==> src/rtl/throughput_driven_concurrency_window_top_assert.svh <==
// ----------------------------------------------------------------------------
// Concurrency window assertion macros
// Shared property macros for the concurrency window controller checks.
// ----------------------------------------------------------------------------
`ifndef THROUGHPUT_DRIVEN_CONCURRENCY_WINDOW_TOP_ASSERT_SVH
`define THROUGHPUT_DRIVEN_CONCURRENCY_WINDOW_TOP_ASSERT_SVH
`ifndef SYNTHESIS
`define TDCW_ASSERT_IMP(lbl, ante, cons) \
    lbl: assert property (@(posedge i_clk) disable iff (!i_rst_n) (ante) |-> (cons)) \
        else $error("concurrency window check failed");
`define TDCW_ASSERT_NXT(lbl, ante, cons) \
    lbl: assert property (@(posedge i_clk) disable iff (!i_rst_n) (ante) |=> (cons)) \
        else $error("concurrency window sequence check failed");
`else
`define TDCW_ASSERT_IMP(lbl, ante, cons)
`define TDCW_ASSERT_NXT(lbl, ante, cons)
`endif
`endif

==> src/rtl/tdcw_pkg.sv <==
// ----------------------------------------------------------------------------
// Concurrency window package
// Constants, codes and inter-module structs of the concurrency window block.
// ----------------------------------------------------------------------------
package tdcw_pkg;

    localparam int C_MAX_THREADS = 64;
    localparam int C_IDX_W       = $clog2(C_MAX_THREADS);
    localparam int C_WIN_W       = 7;
    localparam int C_RATE_W      = 24;
    localparam logic [C_RATE_W-1:0] C_RATE_MAX = {C_RATE_W{1'b1}};

    // Shared divider: 32-bit count shifted up by 8, over a 16-bit divisor.
    localparam int C_DIV_NW    = 40;
    localparam int C_DIV_DW    = 16;
    localparam int C_DIV_CW    = $clog2(C_DIV_NW + 1);

    // Input word kinds.
    localparam logic [1:0] ACT_TICK     = 2'd0;
    localparam logic [1:0] ACT_COMPLETE = 2'd1;
    localparam logic [1:0] ACT_QUERY    = 2'd2;

    // Configuration register indexes.
    localparam logic [1:0] CFG_THREADS  = 2'd0;
    localparam logic [1:0] CFG_DIVISOR  = 2'd1;
    localparam logic [1:0] CFG_SLOW_LIM = 2'd2;

    typedef struct packed {
        logic busy;
        logic done;
    } t_div_stat;

    typedef struct packed {
        logic                en;
        logic [C_IDX_W-1:0]  addr;
        logic [C_RATE_W-1:0] data;
    } t_hist_wr;

    typedef struct packed {
        logic               en;
        logic [C_IDX_W-1:0] lo;
        logic [C_IDX_W-1:0] hi;
    } t_hist_clr;

endpackage

==> src/rtl/tdcw_ram.sv <==
// ----------------------------------------------------------------------------
// Generic RAM
// One write port and one read port with registered read data.
// ----------------------------------------------------------------------------
module tdcw_ram #(
    parameter int WIDTH = 8,
    parameter int DEPTH = 16
) (
    input  logic                     i_clk,
    input  logic                     i_we,
    input  logic [$clog2(DEPTH)-1:0] i_waddr,
    input  logic [WIDTH-1:0]         i_wdata,
    input  logic [$clog2(DEPTH)-1:0] i_raddr,
    output logic [WIDTH-1:0]         o_rdata
);

    logic [WIDTH-1:0] r_mem [DEPTH];
    logic [WIDTH-1:0] r_rdata;

    always_ff @(posedge i_clk) begin
        if (i_we) begin
            r_mem[i_waddr] <= i_wdata;
        end
        r_rdata <= r_mem[i_raddr];
    end

    assign o_rdata = r_rdata;

endmodule

==> src/rtl/tdcw_div.sv <==
// ----------------------------------------------------------------------------
// Shared restoring divider
// Produces one quotient bit per cycle; used for the rate and the shrink size.
// ----------------------------------------------------------------------------
module tdcw_div (
    input  logic                             i_clk,
    input  logic                             i_rst_n,
    input  logic                             i_start,
    input  logic [tdcw_pkg::C_DIV_NW-1:0]    i_dividend,
    input  logic [tdcw_pkg::C_DIV_DW-1:0]    i_divisor,
    output tdcw_pkg::t_div_stat              o_stat,
    output logic [tdcw_pkg::C_DIV_NW-1:0]    o_quotient
);
    import tdcw_pkg::*;

    logic [C_DIV_CW-1:0] r_cnt;
    logic                r_done;
    logic [C_DIV_NW-1:0] r_quo;
    logic [C_DIV_DW-1:0] r_rem;
    logic [C_DIV_DW-1:0] r_dvs;

    logic [C_DIV_DW:0]   rem_sh;
    logic                ge;
    logic [C_DIV_DW:0]   rem_diff;

    // A zero divisor yields an all-ones quotient, which the caller saturates.
    assign rem_sh   = {r_rem, r_quo[C_DIV_NW-1]};
    assign ge       = rem_sh >= {1'b0, r_dvs};
    assign rem_diff = rem_sh - {1'b0, r_dvs};

    always_ff @(posedge i_clk) begin
        if (!i_rst_n) begin
            r_cnt  <= '0;
            r_done <= 1'b0;
        end else begin
            r_done <= (r_cnt == C_DIV_CW'(1)) && !i_start;
            if (i_start) begin
                r_cnt <= C_DIV_CW'(C_DIV_NW);
            end else if (r_cnt != '0) begin
                r_cnt <= r_cnt - C_DIV_CW'(1);
            end
        end
    end

    always_ff @(posedge i_clk) begin
        if (i_start) begin
            r_quo <= i_dividend;
            r_rem <= '0;
            r_dvs <= i_divisor;
        end else if (r_cnt != '0) begin
            r_quo <= {r_quo[C_DIV_NW-2:0], ge};
            r_rem <= ge ? rem_diff[C_DIV_DW-1:0] : rem_sh[C_DIV_DW-1:0];
        end
    end

    assign o_stat.busy = r_cnt != '0;
    assign o_stat.done = r_done;
    assign o_quotient  = r_quo;

endmodule

==> src/rtl/tdcw_hist.sv <==
// ----------------------------------------------------------------------------
// Rate history store
// RAM of recorded rates per window size, with per-entry valid flags so that
// reset and range clears take effect at once.
// ----------------------------------------------------------------------------
module tdcw_hist (
    input  logic                            i_clk,
    input  logic                            i_rst_n,
    input  logic [tdcw_pkg::C_IDX_W-1:0]    i_rd_addr,
    output logic [tdcw_pkg::C_RATE_W-1:0]   o_rd_data,
    input  tdcw_pkg::t_hist_wr              i_wr,
    input  tdcw_pkg::t_hist_clr             i_clr
);
    import tdcw_pkg::*;

    logic [C_MAX_THREADS-1:0] r_vld;
    logic                     r_rd_vld;
    logic [C_RATE_W-1:0]      ram_q;

    tdcw_ram #(
        .WIDTH (C_RATE_W),
        .DEPTH (C_MAX_THREADS)
    ) u_ram (
        .i_clk   (i_clk),
        .i_we    (i_wr.en),
        .i_waddr (i_wr.addr),
        .i_wdata (i_wr.data),
        .i_raddr (i_rd_addr),
        .o_rdata (ram_q)
    );

    always_ff @(posedge i_clk) begin
        if (!i_rst_n) begin
            r_vld    <= '0;
            r_rd_vld <= 1'b0;
        end else begin
            r_rd_vld <= r_vld[i_rd_addr];
            for (int k = 0; k < C_MAX_THREADS; k++) begin
                if (i_clr.en && (C_IDX_W'(k) >= i_clr.lo) && (C_IDX_W'(k) <= i_clr.hi)) begin
                    r_vld[k] <= 1'b0;
                end else if (i_wr.en && (i_wr.addr == C_IDX_W'(k))) begin
                    r_vld[k] <= 1'b1;
                end
            end
        end
    end

    // An entry never written since reset or since its last clear reads as zero.
    assign o_rd_data = r_rd_vld ? ram_q : '0;

endmodule

==> src/rtl/throughput_driven_concurrency_window_top.sv <==
// ----------------------------------------------------------------------------
// Throughput driven concurrency window
// AIMD controller of how many worker threads may run, driven by completion
// counts and periodic throughput samples.
// ----------------------------------------------------------------------------
// Channel   Direction  Word
// s_axis    in         tuser: action; tdata: thread_id, elapsed_ms
// m_axis    out        tdata: window_size, admitted, current_rate,
//                      released_thread, release_valid
// apb       in/out     worker thread limit, shrink_divisor, slowdown_limit
//
// Completions, queries and unknown words are answered from the idle state.
// A sample tick runs the 40 steps of the shared one-bit-per-cycle divider;
// a tick that triggers the multiplicative decrease runs the divider again.
// Reset is synchronous; the history valid flags clear at once, no sweep.
// A stalled result word holds off the next input word.
// ----------------------------------------------------------------------------
`include "throughput_driven_concurrency_window_top_assert.svh"

module throughput_driven_concurrency_window_top (
    input  logic        i_clk,
    input  logic        i_rst_n,
    // APB configuration port
    input  logic        psel,
    input  logic        penable,
    input  logic        pwrite,
    input  logic [3:0]  paddr,
    input  logic [31:0] pwdata,
    output logic [31:0] prdata,
    output logic        pready,
    // Input words
    input  logic        s_axis_tvalid,
    output logic        s_axis_tready,
    input  logic [23:0] s_axis_tdata,  // [5:0] thread_id, [21:6] elapsed_ms, [23:22] zero
    input  logic [1:0]  s_axis_tuser,  // [1:0] action
    // Result words
    output logic        m_axis_tvalid,
    input  logic        m_axis_tready,
    output logic [39:0] m_axis_tdata   // [6:0] window_size, [7] admitted,
                                       // [31:8] current_rate, [37:32] released_thread,
                                       // [38] release_valid, [39] zero
);
    import tdcw_pkg::*;

    typedef enum logic [4:0] {
        S_IDLE = 5'b00001,
        S_RDIV = 5'b00010,
        S_CMP  = 5'b00100,
        S_SDIV = 5'b01000,
        S_DONE = 5'b10000
    } t_state;

    // Configuration
    logic [6:0] r_thr;
    logic [7:0] r_dvsr;
    logic [7:0] r_lim;
    logic       cfg_wr;

    assign pready = 1'b1;
    assign cfg_wr = psel && penable && pwrite && pready;

    always_ff @(posedge i_clk) begin
        if (!i_rst_n) begin
            r_thr  <= 7'd64;
            r_dvsr <= 8'd32;
            r_lim  <= 8'd3;
        end else if (cfg_wr) begin
            case (paddr[3:2])
                CFG_THREADS:  r_thr  <= pwdata[6:0];
                CFG_DIVISOR:  r_dvsr <= pwdata[7:0];
                CFG_SLOW_LIM: r_lim  <= pwdata[7:0];
                default:      ;
            endcase
        end
    end

    always_comb begin
        case (paddr[3:2])
            CFG_THREADS:  prdata = {25'd0, r_thr};
            CFG_DIVISOR:  prdata = {24'd0, r_dvsr};
            CFG_SLOW_LIM: prdata = {24'd0, r_lim};
            default:      prdata = '0;
        endcase
    end

    // State
    t_state              r_state, n_state;
    logic [C_WIN_W-1:0]  r_win, n_win;
    logic                r_phase, n_phase;
    logic [7:0]          r_slow, n_slow;
    logic [31:0]         r_ops, n_ops;
    logic [C_RATE_W-1:0] r_rate, n_rate;
    logic [C_IDX_W-1:0]  r_rel_id, n_rel_id;
    logic                r_rel_v, n_rel_v;

    // Output register
    logic                r_m_valid, n_m_valid;
    logic [C_WIN_W-1:0]  r_m_win, n_m_win;
    logic                r_m_adm, n_m_adm;
    logic [C_RATE_W-1:0] r_m_rate, n_m_rate;
    logic [C_IDX_W-1:0]  r_m_rel, n_m_rel;
    logic                r_m_relv, n_m_relv;

    // Input fields
    logic [1:0]  s_action;
    logic [5:0]  s_tid;
    logic [15:0] s_elapsed;
    logic        s_acc;
    logic        out_free;

    assign s_action  = s_axis_tuser;
    assign s_tid     = s_axis_tdata[5:0];
    assign s_elapsed = s_axis_tdata[21:6];
    assign out_free  = !r_m_valid || m_axis_tready;
    assign s_axis_tready = (r_state == S_IDLE) && out_free;
    assign s_acc     = s_axis_tvalid && s_axis_tready;

    // Shared divider and history store
    logic                div_start;
    logic [C_DIV_NW-1:0] div_dividend;
    logic [C_DIV_DW-1:0] div_divisor;
    t_div_stat           div_stat;
    logic [C_DIV_NW-1:0] div_quo;

    tdcw_div u_div (
        .i_clk      (i_clk),
        .i_rst_n    (i_rst_n),
        .i_start    (div_start),
        .i_dividend (div_dividend),
        .i_divisor  (div_divisor),
        .o_stat     (div_stat),
        .o_quotient (div_quo)
    );

    logic [C_IDX_W-1:0]  hist_rd_addr;
    logic [C_RATE_W-1:0] hist_rd;
    t_hist_wr            hist_wr;
    t_hist_clr           hist_clr;

    // The window is stable through a tick, so the entry below it is read early.
    assign hist_rd_addr = C_IDX_W'(r_win - C_WIN_W'(2));

    tdcw_hist u_hist (
        .i_clk     (i_clk),
        .i_rst_n   (i_rst_n),
        .i_rd_addr (hist_rd_addr),
        .o_rd_data (hist_rd),
        .i_wr      (hist_wr),
        .i_clr     (hist_clr)
    );

    // Derived values
    logic [C_WIN_W-1:0]  tc;
    logic [C_RATE_W-1:0] rate_sat;
    logic                better;
    logic [7:0]          slow_inc;
    logic [7:0]          win_p1;
    logic [7:0]          dvsr_eff;
    logic [10:0]         nm0, nm1, nm2, nm3;

    always_comb begin
        if (r_thr == '0) begin
            tc = C_WIN_W'(1);
        end else if (r_thr > C_WIN_W'(C_MAX_THREADS)) begin
            tc = C_WIN_W'(C_MAX_THREADS);
        end else begin
            tc = r_thr;
        end
    end

    assign rate_sat = (div_quo[C_DIV_NW-1:C_RATE_W] != '0) ? C_RATE_MAX
                                                           : div_quo[C_RATE_W-1:0];
    assign better   = (r_win <= C_WIN_W'(1)) || (r_rate > hist_rd);
    assign slow_inc = r_slow + 8'd1;
    assign win_p1   = {1'b0, r_win} + 8'd1;
    assign dvsr_eff = (r_dvsr == 8'd0) ? 8'd1 : r_dvsr;

    // New size after the multiplicative decrease: cap, force a change, floor at one.
    assign nm0 = div_quo[10:0];
    assign nm1 = (nm0 > 11'(tc)) ? 11'(tc) : nm0;
    assign nm2 = (nm1 == 11'(r_win)) ? nm1 - 11'd1 : nm1;
    assign nm3 = (nm2 == 11'd0) ? 11'd1 : nm2;

    always_comb begin
        n_state   = r_state;
        n_win     = r_win;
        n_phase   = r_phase;
        n_slow    = r_slow;
        n_ops     = r_ops;
        n_rate    = r_rate;
        n_rel_id  = r_rel_id;
        n_rel_v   = r_rel_v;
        n_m_valid = r_m_valid && !m_axis_tready;
        n_m_win   = r_m_win;
        n_m_adm   = r_m_adm;
        n_m_rate  = r_m_rate;
        n_m_rel   = r_m_rel;
        n_m_relv  = r_m_relv;

        div_start    = 1'b0;
        div_dividend = '0;
        div_divisor  = '0;
        hist_wr      = '0;
        hist_clr     = '0;

        case (r_state)
            S_IDLE: begin
                if (s_acc) begin
                    n_m_win  = r_win;
                    n_m_adm  = 1'b0;
                    n_m_rate = '0;
                    n_m_rel  = '0;
                    n_m_relv = 1'b0;
                    case (s_action)
                        ACT_TICK: begin
                            div_start    = 1'b1;
                            div_dividend = {r_ops, 8'd0};
                            div_divisor  = s_elapsed;
                            n_ops        = '0;
                            n_rel_id     = '0;
                            n_rel_v      = 1'b0;
                            n_state      = S_RDIV;
                        end
                        ACT_COMPLETE: begin
                            n_ops     = r_ops + 32'd1;
                            n_m_valid = 1'b1;
                        end
                        ACT_QUERY: begin
                            n_m_adm   = C_WIN_W'(s_tid) < r_win;
                            n_m_valid = 1'b1;
                        end
                        default: begin
                            n_m_valid = 1'b1;
                        end
                    endcase
                end
            end
            S_RDIV: begin
                if (div_stat.done) begin
                    n_rate  = rate_sat;
                    n_state = S_CMP;
                end
            end
            S_CMP: begin
                n_state = S_DONE;
                if (better) begin
                    if (!r_phase) begin
                        hist_wr.en   = 1'b1;
                        hist_wr.addr = C_IDX_W'(r_win - C_WIN_W'(1));
                        hist_wr.data = r_rate;
                    end
                    n_phase = 1'b0;
                    n_slow  = '0;
                    if (r_win < tc) begin
                        n_win    = r_win + C_WIN_W'(1);
                        n_rel_id = C_IDX_W'(r_win);
                        n_rel_v  = 1'b1;
                    end
                end else if (!r_phase) begin
                    n_win   = r_win - C_WIN_W'(1);
                    n_phase = 1'b1;
                end else if (slow_inc == r_lim) begin
                    div_start    = 1'b1;
                    div_dividend = C_DIV_NW'({win_p1, 4'd0});
                    div_divisor  = C_DIV_DW'(dvsr_eff);
                    n_state      = S_SDIV;
                end else begin
                    n_slow = slow_inc;
                end
            end
            S_SDIV: begin
                if (div_stat.done) begin
                    hist_clr.en = 1'b1;
                    hist_clr.lo = C_IDX_W'(nm3 - 11'd1);
                    hist_clr.hi = C_IDX_W'(tc - C_WIN_W'(1));
                    n_win       = C_WIN_W'(nm3);
                    n_phase     = 1'b0;
                    n_slow      = '0;
                    n_state     = S_DONE;
                end
            end
            S_DONE: begin
                if (out_free) begin
                    n_m_valid = 1'b1;
                    n_m_win   = r_win;
                    n_m_adm   = 1'b0;
                    n_m_rate  = r_rate;
                    n_m_rel   = r_rel_id;
                    n_m_relv  = r_rel_v;
                    n_state   = S_IDLE;
                end
            end
            default: begin
                n_state = S_IDLE;
            end
        endcase
    end

    always_ff @(posedge i_clk) begin
        if (!i_rst_n) begin
            r_state   <= S_IDLE;
            r_win     <= C_WIN_W'(1);
            r_phase   <= 1'b0;
            r_slow    <= '0;
            r_ops     <= '0;
            r_m_valid <= 1'b0;
        end else begin
            r_state   <= n_state;
            r_win     <= n_win;
            r_phase   <= n_phase;
            r_slow    <= n_slow;
            r_ops     <= n_ops;
            r_m_valid <= n_m_valid;
        end
    end

    always_ff @(posedge i_clk) begin
        r_rate   <= n_rate;
        r_rel_id <= n_rel_id;
        r_rel_v  <= n_rel_v;
        r_m_win  <= n_m_win;
        r_m_adm  <= n_m_adm;
        r_m_rate <= n_m_rate;
        r_m_rel  <= n_m_rel;
        r_m_relv <= n_m_relv;
    end

    assign m_axis_tvalid = r_m_valid;
    assign m_axis_tdata  = {1'b0, r_m_relv, r_m_rel, r_m_rate, r_m_adm, r_m_win};

    `TDCW_ASSERT_IMP(a_win_range, 1'b1, (r_win != '0) && (r_win <= C_WIN_W'(C_MAX_THREADS)))
    `TDCW_ASSERT_NXT(a_tick_starts_div, s_acc && (s_action == ACT_TICK), (r_state == S_RDIV) && div_stat.busy)
    `TDCW_ASSERT_IMP(a_div_running, (r_state == S_RDIV) || (r_state == S_SDIV), div_stat.busy || div_stat.done)
    `TDCW_ASSERT_IMP(a_release_matches, m_axis_tvalid && r_m_relv, r_m_win == C_WIN_W'(r_m_rel) + C_WIN_W'(1))

endmodule
==> config.mk <==
export PLATFORM = sky130hd
export DESIGN_NAME = throughput_driven_concurrency_window_top
export DESIGN_NICKNAME = d
export VERILOG_FILES = /design/src/rtl/tdcw_pkg.sv /design/src/rtl/tdcw_ram.sv /design/src/rtl/tdcw_div.sv /design/src/rtl/tdcw_hist.sv /design/src/rtl/throughput_driven_concurrency_window_top.sv
export VERILOG_INCLUDE_DIRS = /design/src /design/src/rtl
export SDC_FILE = /design/constraint.sdc
export NUM_CORES = 2
export LEC_CHECK = 0
export BUFFER_PORTS_ARGS = -buffer_cell sky130_fd_sc_hd__buf_2
export CAP_MARGIN = 30
export CORE_AREA = 2 2 378 380
export DETAILED_ROUTE_END_ITERATION = 10
export DIE_AREA = 0 0 380 382
export PLACE_DENSITY = 0.83
export SLEW_MARGIN = 40
export SYNTH_ARGS = -nofsm -noshare
export SYNTH_HDL_FRONTEND = slang
export SYNTH_HIERARCHICAL = 1
export SYNTH_SLANG_ARGS = --single-unit
==> constraint.sdc <==
create_clock -name i_clk -period 5.5 [get_ports i_clk]
set_input_delay 0 -clock i_clk [delete_from_list [all_inputs] [get_ports i_clk]]
set_output_delay 0 -clock i_clk [all_outputs]
set_load 0.1 [all_outputs]
Word-level counts from Yosys, hierarchy flattened
Memories as Yosys holds them, arrays and structs flattened. A register that Yosys moved wholly into a read port is not among the register bits.
Cells that the tools add are included.
{"block": "totals", "output_inout_bits": 75, "reg_bits": 291, "mem_count": 1, "mem_bits_rw": 1536, "word_cells": 708, "inputBits": 69}
{"memory": "u_hist.u_ram.r_mem", "depth": 64, "word_bits": 24, "rd": 1, "rd_ports_with_merged_regs": 1, "wr": 1, "line": "tdcw_ram.sv:17", "text": "logic [WIDTH-1:0] r_mem [DEPTH];"}
{"block": "op_classes", "n_reduce_logical": 292, "n_lt_le_gt_ge": 136, "n_mux": 93, "add_sub_neg": 11, "bitwise": 1, "n_eq_ne": 86}
{"cell": "1-bit logical AND", "n": 198}
{"cell": "6-bit == test (second input constant)", "n": 32}
{"cell": "6-bit >= comparator (first input constant)", "n": 32}
{"cell": "6-bit less-or-equal comparator (first input constant)", "n": 32}
{"cell": "40-bit 2-to-1 mux", "n": 4}
{"cell": "2-bit OR reduction", "n": 65}
{"cell": "6-bit by 5-bit == test with 1-bit output (second input constant)", "n": 16}
{"cell": "5-bit by 6-bit >= comparator with 1-bit output (first input constant)", "n": 16}
{"cell": "5-bit by 6-bit less-or-equal comparator with 1-bit output (first input constant)", "n": 16}
{"cell": "31-bit 2-to-1 mux", "n": 3}
{"cell": "40-bit case mux with 2 select lines", "n": 1}
{"cell": "24-bit 2-to-1 mux", "n": 3}
{"cell": "8-bit 2-to-1 mux", "n": 8}
{"cell": "32-bit case mux with 2 select lines", "n": 1}
{"cell": "7-bit 2-to-1 mux", "n": 9}
{"cell": "6-bit by 4-bit == test with 1-bit output (second input constant)", "n": 8}
{"cell": "4-bit by 6-bit >= comparator with 1-bit output (first input constant)", "n": 8}
{"cell": "4-bit by 6-bit less-or-equal comparator with 1-bit output (first input constant)", "n": 8}
{"cell": "16-bit 2-to-1 mux", "n": 3}
{"cell": "6-bit 2-to-1 mux", "n": 8}
{"cell": "24-bit case mux with 2 select lines", "n": 1}
{"cell": "5-bit 2-to-1 mux", "n": 8}
{"cell": "12-bit 2-to-1 mux", "n": 3}
{"cell": "32-bit by 1-bit adder with 32-bit output (second input constant)", "n": 1}
{"cell": "63 further kinds", "n": 135}

Logic depth before layout (Yosys ltp)
{"block": "logic_depth", "depth_word": 16, "mapped_depth": 27, "ltp_nobuf": 24}

Cells and area by module
Netlist, hierarchy kept.
{"mod": "tdcw_ram", "area_per_inst_um2": 59497.1, "cells_per_inst": 2630, "n_inst": 1, "seq_area_each_um2": 46604.7}
{"mod": "throughput_driven_concurrency_window_top", "area_per_inst_um2": 9447.8, "cells_per_inst": 1061, "n_inst": 1, "seq_area_each_um2": 3643.5}
{"mod": "tdcw_div", "area_per_inst_um2": 4209.0, "cells_per_inst": 363, "n_inst": 1, "seq_area_each_um2": 2142.1}
{"mod": "tdcw_hist", "area_per_inst_um2": 3962.6, "cells_per_inst": 493, "n_inst": 1, "seq_area_each_um2": 1301.2}

Worst setup path after synthesis
Ideal clock, no wire load.
{"block": "synth_path", "path_kind": "flip-flop to flip-flop", "start": "register r_win[2]", "end": "memory u_hist/u_ram/r_mem[33][0] (netlist name), enable pin", "setup_slack_ps": -12, "n_path_buf": 2, "required_ps": 5065, "t_arrival_ps": 5077, "synth_period_minus_slack_ps": 5512, "path_stages_with_launch": 14, "setup_ps": 435, "path_cell_list": "dfxtp_1 clkbuf_1 inv_1 ha_1 a21boi_1 a21oi_1 nor4b_1 nor2_1 a2bb2oi_1 nand4_1 inv_1 clkbuf_1 nand4_1 nor3_1"}
{"element": "start, declared", "line": "throughput_driven_concurrency_window_top.sv:88", "text": "logic [C_WIN_W-1:0] r_win, n_win;"}
{"element": "start signal, assigned", "line": "throughput_driven_concurrency_window_top.sv:309", "text": "r_win <= n_win;"}
{"element": "end, declared", "line": "tdcw_ram.sv:17"}

==> impl_metrics.ini <==
[yosys]
synth-seq-cells = 1851
synth_edf_count = 1662
synth_cell_types = 97
seq_area_frac_synth_pct = 69.62
synth-simple-area-share_pct = 6.678
synth-xor-area-share_pct = 0.8875
synth_ff_type = edfxtp_1
ys_warn_count = 6
synth_mux_area_share_pct = 14.14
async_reset_ff_share_pct = 0
synth_area_per_cell_um2 = 16.96
netlist_instances = 4547
synth_area_um2 = 77120
synth_top_family_by_area = multiplexers
synth_fa_ha_area_share_pct = 1.178
synth-compound-area-share_pct = 5.073

[worst_setup_path]
critPathLaunchType = flip-flop
crit_arrival_ns = 5.99
path_cells = inv_2 > nand2_1 > ha_1 > a211o_1 > a211o_1 > o21a_1 > mux2i_4 > inv_2 > buf_4 > xnor2_4 > or4_1 > a21oi_1 > nor2_1 > a21oi_1 > ha_2 > or4b_4 > mux2i_4 > or2_2 > a21o_1 > a221oi_1 > nor3_1
worst_setup_path_end_kind = flip-flop
cp_max_fo = 10
cp-startpoint = r_thr[6]
critPathMaxStageDelay_ns = 0.50
cp.required_ns = 6.18
crit_slowest_cell = or4_1
worstReg2RegStart = r_thr[6]
critical_path_class = reg2reg

[clock_network]
cts_buffer_depth = 3
path_clk_slew_ns = 0.06
cts_tree = yes
htreeDepth = 4
clk-insertion-delay-late_ns = 0.84
root_buffer = clkbuf_16
cts_buffers = 178
clock-sinks = 1851

[outcome]
status = completed

[die]
die-area_um2 = 145200
row_count = 138
die_w_um = 380
coreArea_um2 = 140900
fp.dieH_um = 382
io_pins = 144
start_util_pct = 54.73

[drt]
dr.pass1.iters = 10
drc = 0
wl_um = 218500
antenna_left = 0
vias_per_cell = 6.830
vias = 47370
wire_per_inst_um = 31.51
drt_iter0_drc = 7727

[placed_design]
dpl.cell_count = 6529
port_buffers = 89
place.gp.congestion = 0.9596
hpwl_um = 125500

[run]
cap_violations = 0

[pwr]
power.share.clock_pct = 40.0
power_density_nw_per_um2 = 348.0
switching_share_pct = 23.81
power_w = 0.03057
intPower_w = 0.02329
switchingPower_w = 0.007279
ir_worst_vdd_v = 0.0002915
pwr-share-seq_pct = 51.4
p_leak_nw = 25.31
p_comb_share_pct = 8.7

[sta]
fmax_ghz = 0.1884
skew_ns = 0.04867
fin_setup_tns_ns = 0
drv_slew = 0
rsz0062_at_grt = no
period_needed_ns = 5.308
tightest_slew_ns = 0.9113
hold_viol_final = 0
finalCritPeriodShare_pct = 96.51
slew_headroom_pct = 39.10
setup_violations = 0

[cells_and_area]
num-nets-final = 5029
fin_util_pct = 62.34
drive_gt1_share_pct = 25.60
area_delta_synth_final_pct = 13.90
instances_no_fill = 6935

[global_routing]
grt_pass1_wl_um = 316600
antenna_found_initial = 8
grt_max_degree = 116
grt_util_all_layers_pct = 29.83
overflow = 0
grt_pass1_vias = 46290

[worst_hold_path]
hold_class = in2reg
min-delay-start = pwdata[1]
==> cells in the mapped netlist, types with 9 or more instances <==
master	count	area, um2
a2111oi_0	24	210.2
xnor2_1	52	455.4
nand2b_1	57	356.6
o21ai_1	13	65.06
buf_4	59	442.9
mux4_2	386	8693
and2_1	119	744.5
a311oi_1	13	113.9
o31ai_1	15	112.6
mux4_1	15	394.1
or3_1	34	212.7
ha_1	71	888.4
a211oi_1	73	548.0
nor3_1	87	435.4
or2_2	39	244.0
clkbuf_1	136	510.5
nor4_1	30	187.7
inv_1	80	300.3
o22ai_1	68	425.4
nand3_1	51	255.2
nand2_1	168	630.6
buf_1	10	37.54
a21oi_1	154	770.7
xor2_1	23	201.4
a21o_1	15	112.6
buf_6	19	214.0
nor2_1	297	1115
mux2_2	92	1036
nand4_1	26	162.7
mux2i_1	72	720.7
nand3b_1	10	75.07
and3_1	15	93.84
dfxtp_1	189	3784
o21a_1	12	90.09
edfxtp_1	1662	49910
o221ai_1	25	219.0
o21ai_0	93	465.5
a31oi_1	9	56.30
nor2b_1	38	237.7
buf_2	55	275.3
==> through the flow <==
| step | setup slack [ns] | hold WS [ns] | instance area (um2) |
|---|---|---|---|
| 4_1_cts | 0.001259 | 0.001202 | 87600 |
| 3_5_place_dp | 0.1070 | 0.2616 | 81170 |
| 5_1_grt | 0.008543 | 0.02133 | 87830 |
| 2_1_floorplan | 0.001184 | 0.1175 | 77230 |
| 3_3_place_gp | 0.1373 | 0.2584 | 81020 |
| 6_report | 0.1917 | 0.04617 | 87840 |
==> per-layer routing <==
layer  up-vias  track usage, %  wire length (um)
met4         6           14.44             12580
met1     23600           38.66             74470
li1      18700               -                 -
met3       795           8.162             29310
met5         -               0                42
met2      4258           47.01            102100
==> layout by cell type, fill, tap and decap left out, types with 65 or more instances in the layout <==
cell type and n:
a21oi_1 152, o21ai_0 93, nor2_1 231, edfxtp_1 1662, a211oi_1 67, buf_2 89
nand2_1 165, mux2i_1 68, nor3_1 83, mux2_2 92, inv_1 77, and2_1 95
mux4_2 386, dlygate4sd3_1 65, o22ai_1 68, ha_1 69, dfxtp_1 185, buf_4 228
clkbuf_16 178
==> state kept, by name (all words and copies together), names as in the netlist, 5 cells and up <==
register / flops
r_slow: 8
r_win: 7
r_state: 5
u_hist/u_ram/r_mem: 1536
r_m_win: 7
r_m_rel: 6
r_m_rate: 24
r_lim: 8
r_rel_id: 6
u_div/r_dvs: 16
r_thr: 7
u_div/o_quotient: 40
u_div/r_cnt: 6
u_hist/u_ram/o_rdata: 24
r_ops: 32
u_div/r_rem: 16
u_hist/r_vld: 64
r_dvsr: 8
r_rate: 24
==> final cells by class <==
class | count | area, um2
Antenna cell | 5 | 12.51
Clock buffer | 230 | 4690
Clock inverter | 102 | 1091
Fill cell | 9154 | 53060
Inverter | 87 | 346.6
Multi-Input combinational cell | 2354 | 22180
Sequential cell | 1851 | 53700
Tap cell | 1890 | 2365
Timing Repair Buffer | 416 | 3450
==> final timing paths <==
path                      endpoint  slack (ns)  depth (start not counted)
hold / removal            r_thr[1]        0.05                          4
setup / recovery  u_hist/r_vld[37]        0.19                         21
hold reg to reg          r_ops[22]        0.49                          2
setup reg to reg  u_hist/r_vld[37]        0.19                         21
==> worst max-delay path: cells and delay by family (launching register included) <==
| family | cells | cell delay (ns) |
|---|---|---|
| AOI/OAI and AO/OA | 7 | 1.66 |
| buffers and inverters | 3 | 0.32 |
| adders and majority gates | 2 | 0.50 |
| DFF | 1 | 0.39 |
| and+or+nand+nor | 6 | 1.62 |
| muxes | 2 | 0.49 |
| xor gates and xnor gates | 1 | 0.17 |
==> kinds of logic after synthesis <==
| kind of cell | Yosys count |
|---|---|
| xor gates and xnor gates | 76 |
| adders and majority gates | 72 |
| AOI/OAI and AO/OA | 591 |
| other | 2 |
| and+or+nand+nor | 1017 |
| DFF | 1851 |
| buffers and inverters | 370 |
| muxes | 568 |
==> power by group through the flow <==
stage	registers [W]	logic [W]	clock network, W
after floorplan	0.0160	0.00177	0
after detailed placement	0.0160	0.00250	0
after CTS	0.0157	0.00255	0.0123
after global routing	0.0157	0.00284	0.0128
after global placement	0.0160	0.00243	0
final	0.0157	0.00264	0.0122
==> repair_timing <==
| action | 4_1_cts | 5_1_grt |
|---|---|---|
| setup buffers | 0 | 3 |
| resized for setup | 0 | 33 |
| hold buffers | 65 | 0 |
| hold endpoints to repair | 102 | 0 |
| endpoints found under the setup margin | 0 | 263 |
Note: power is estimated with default switching activity, not from simulation.
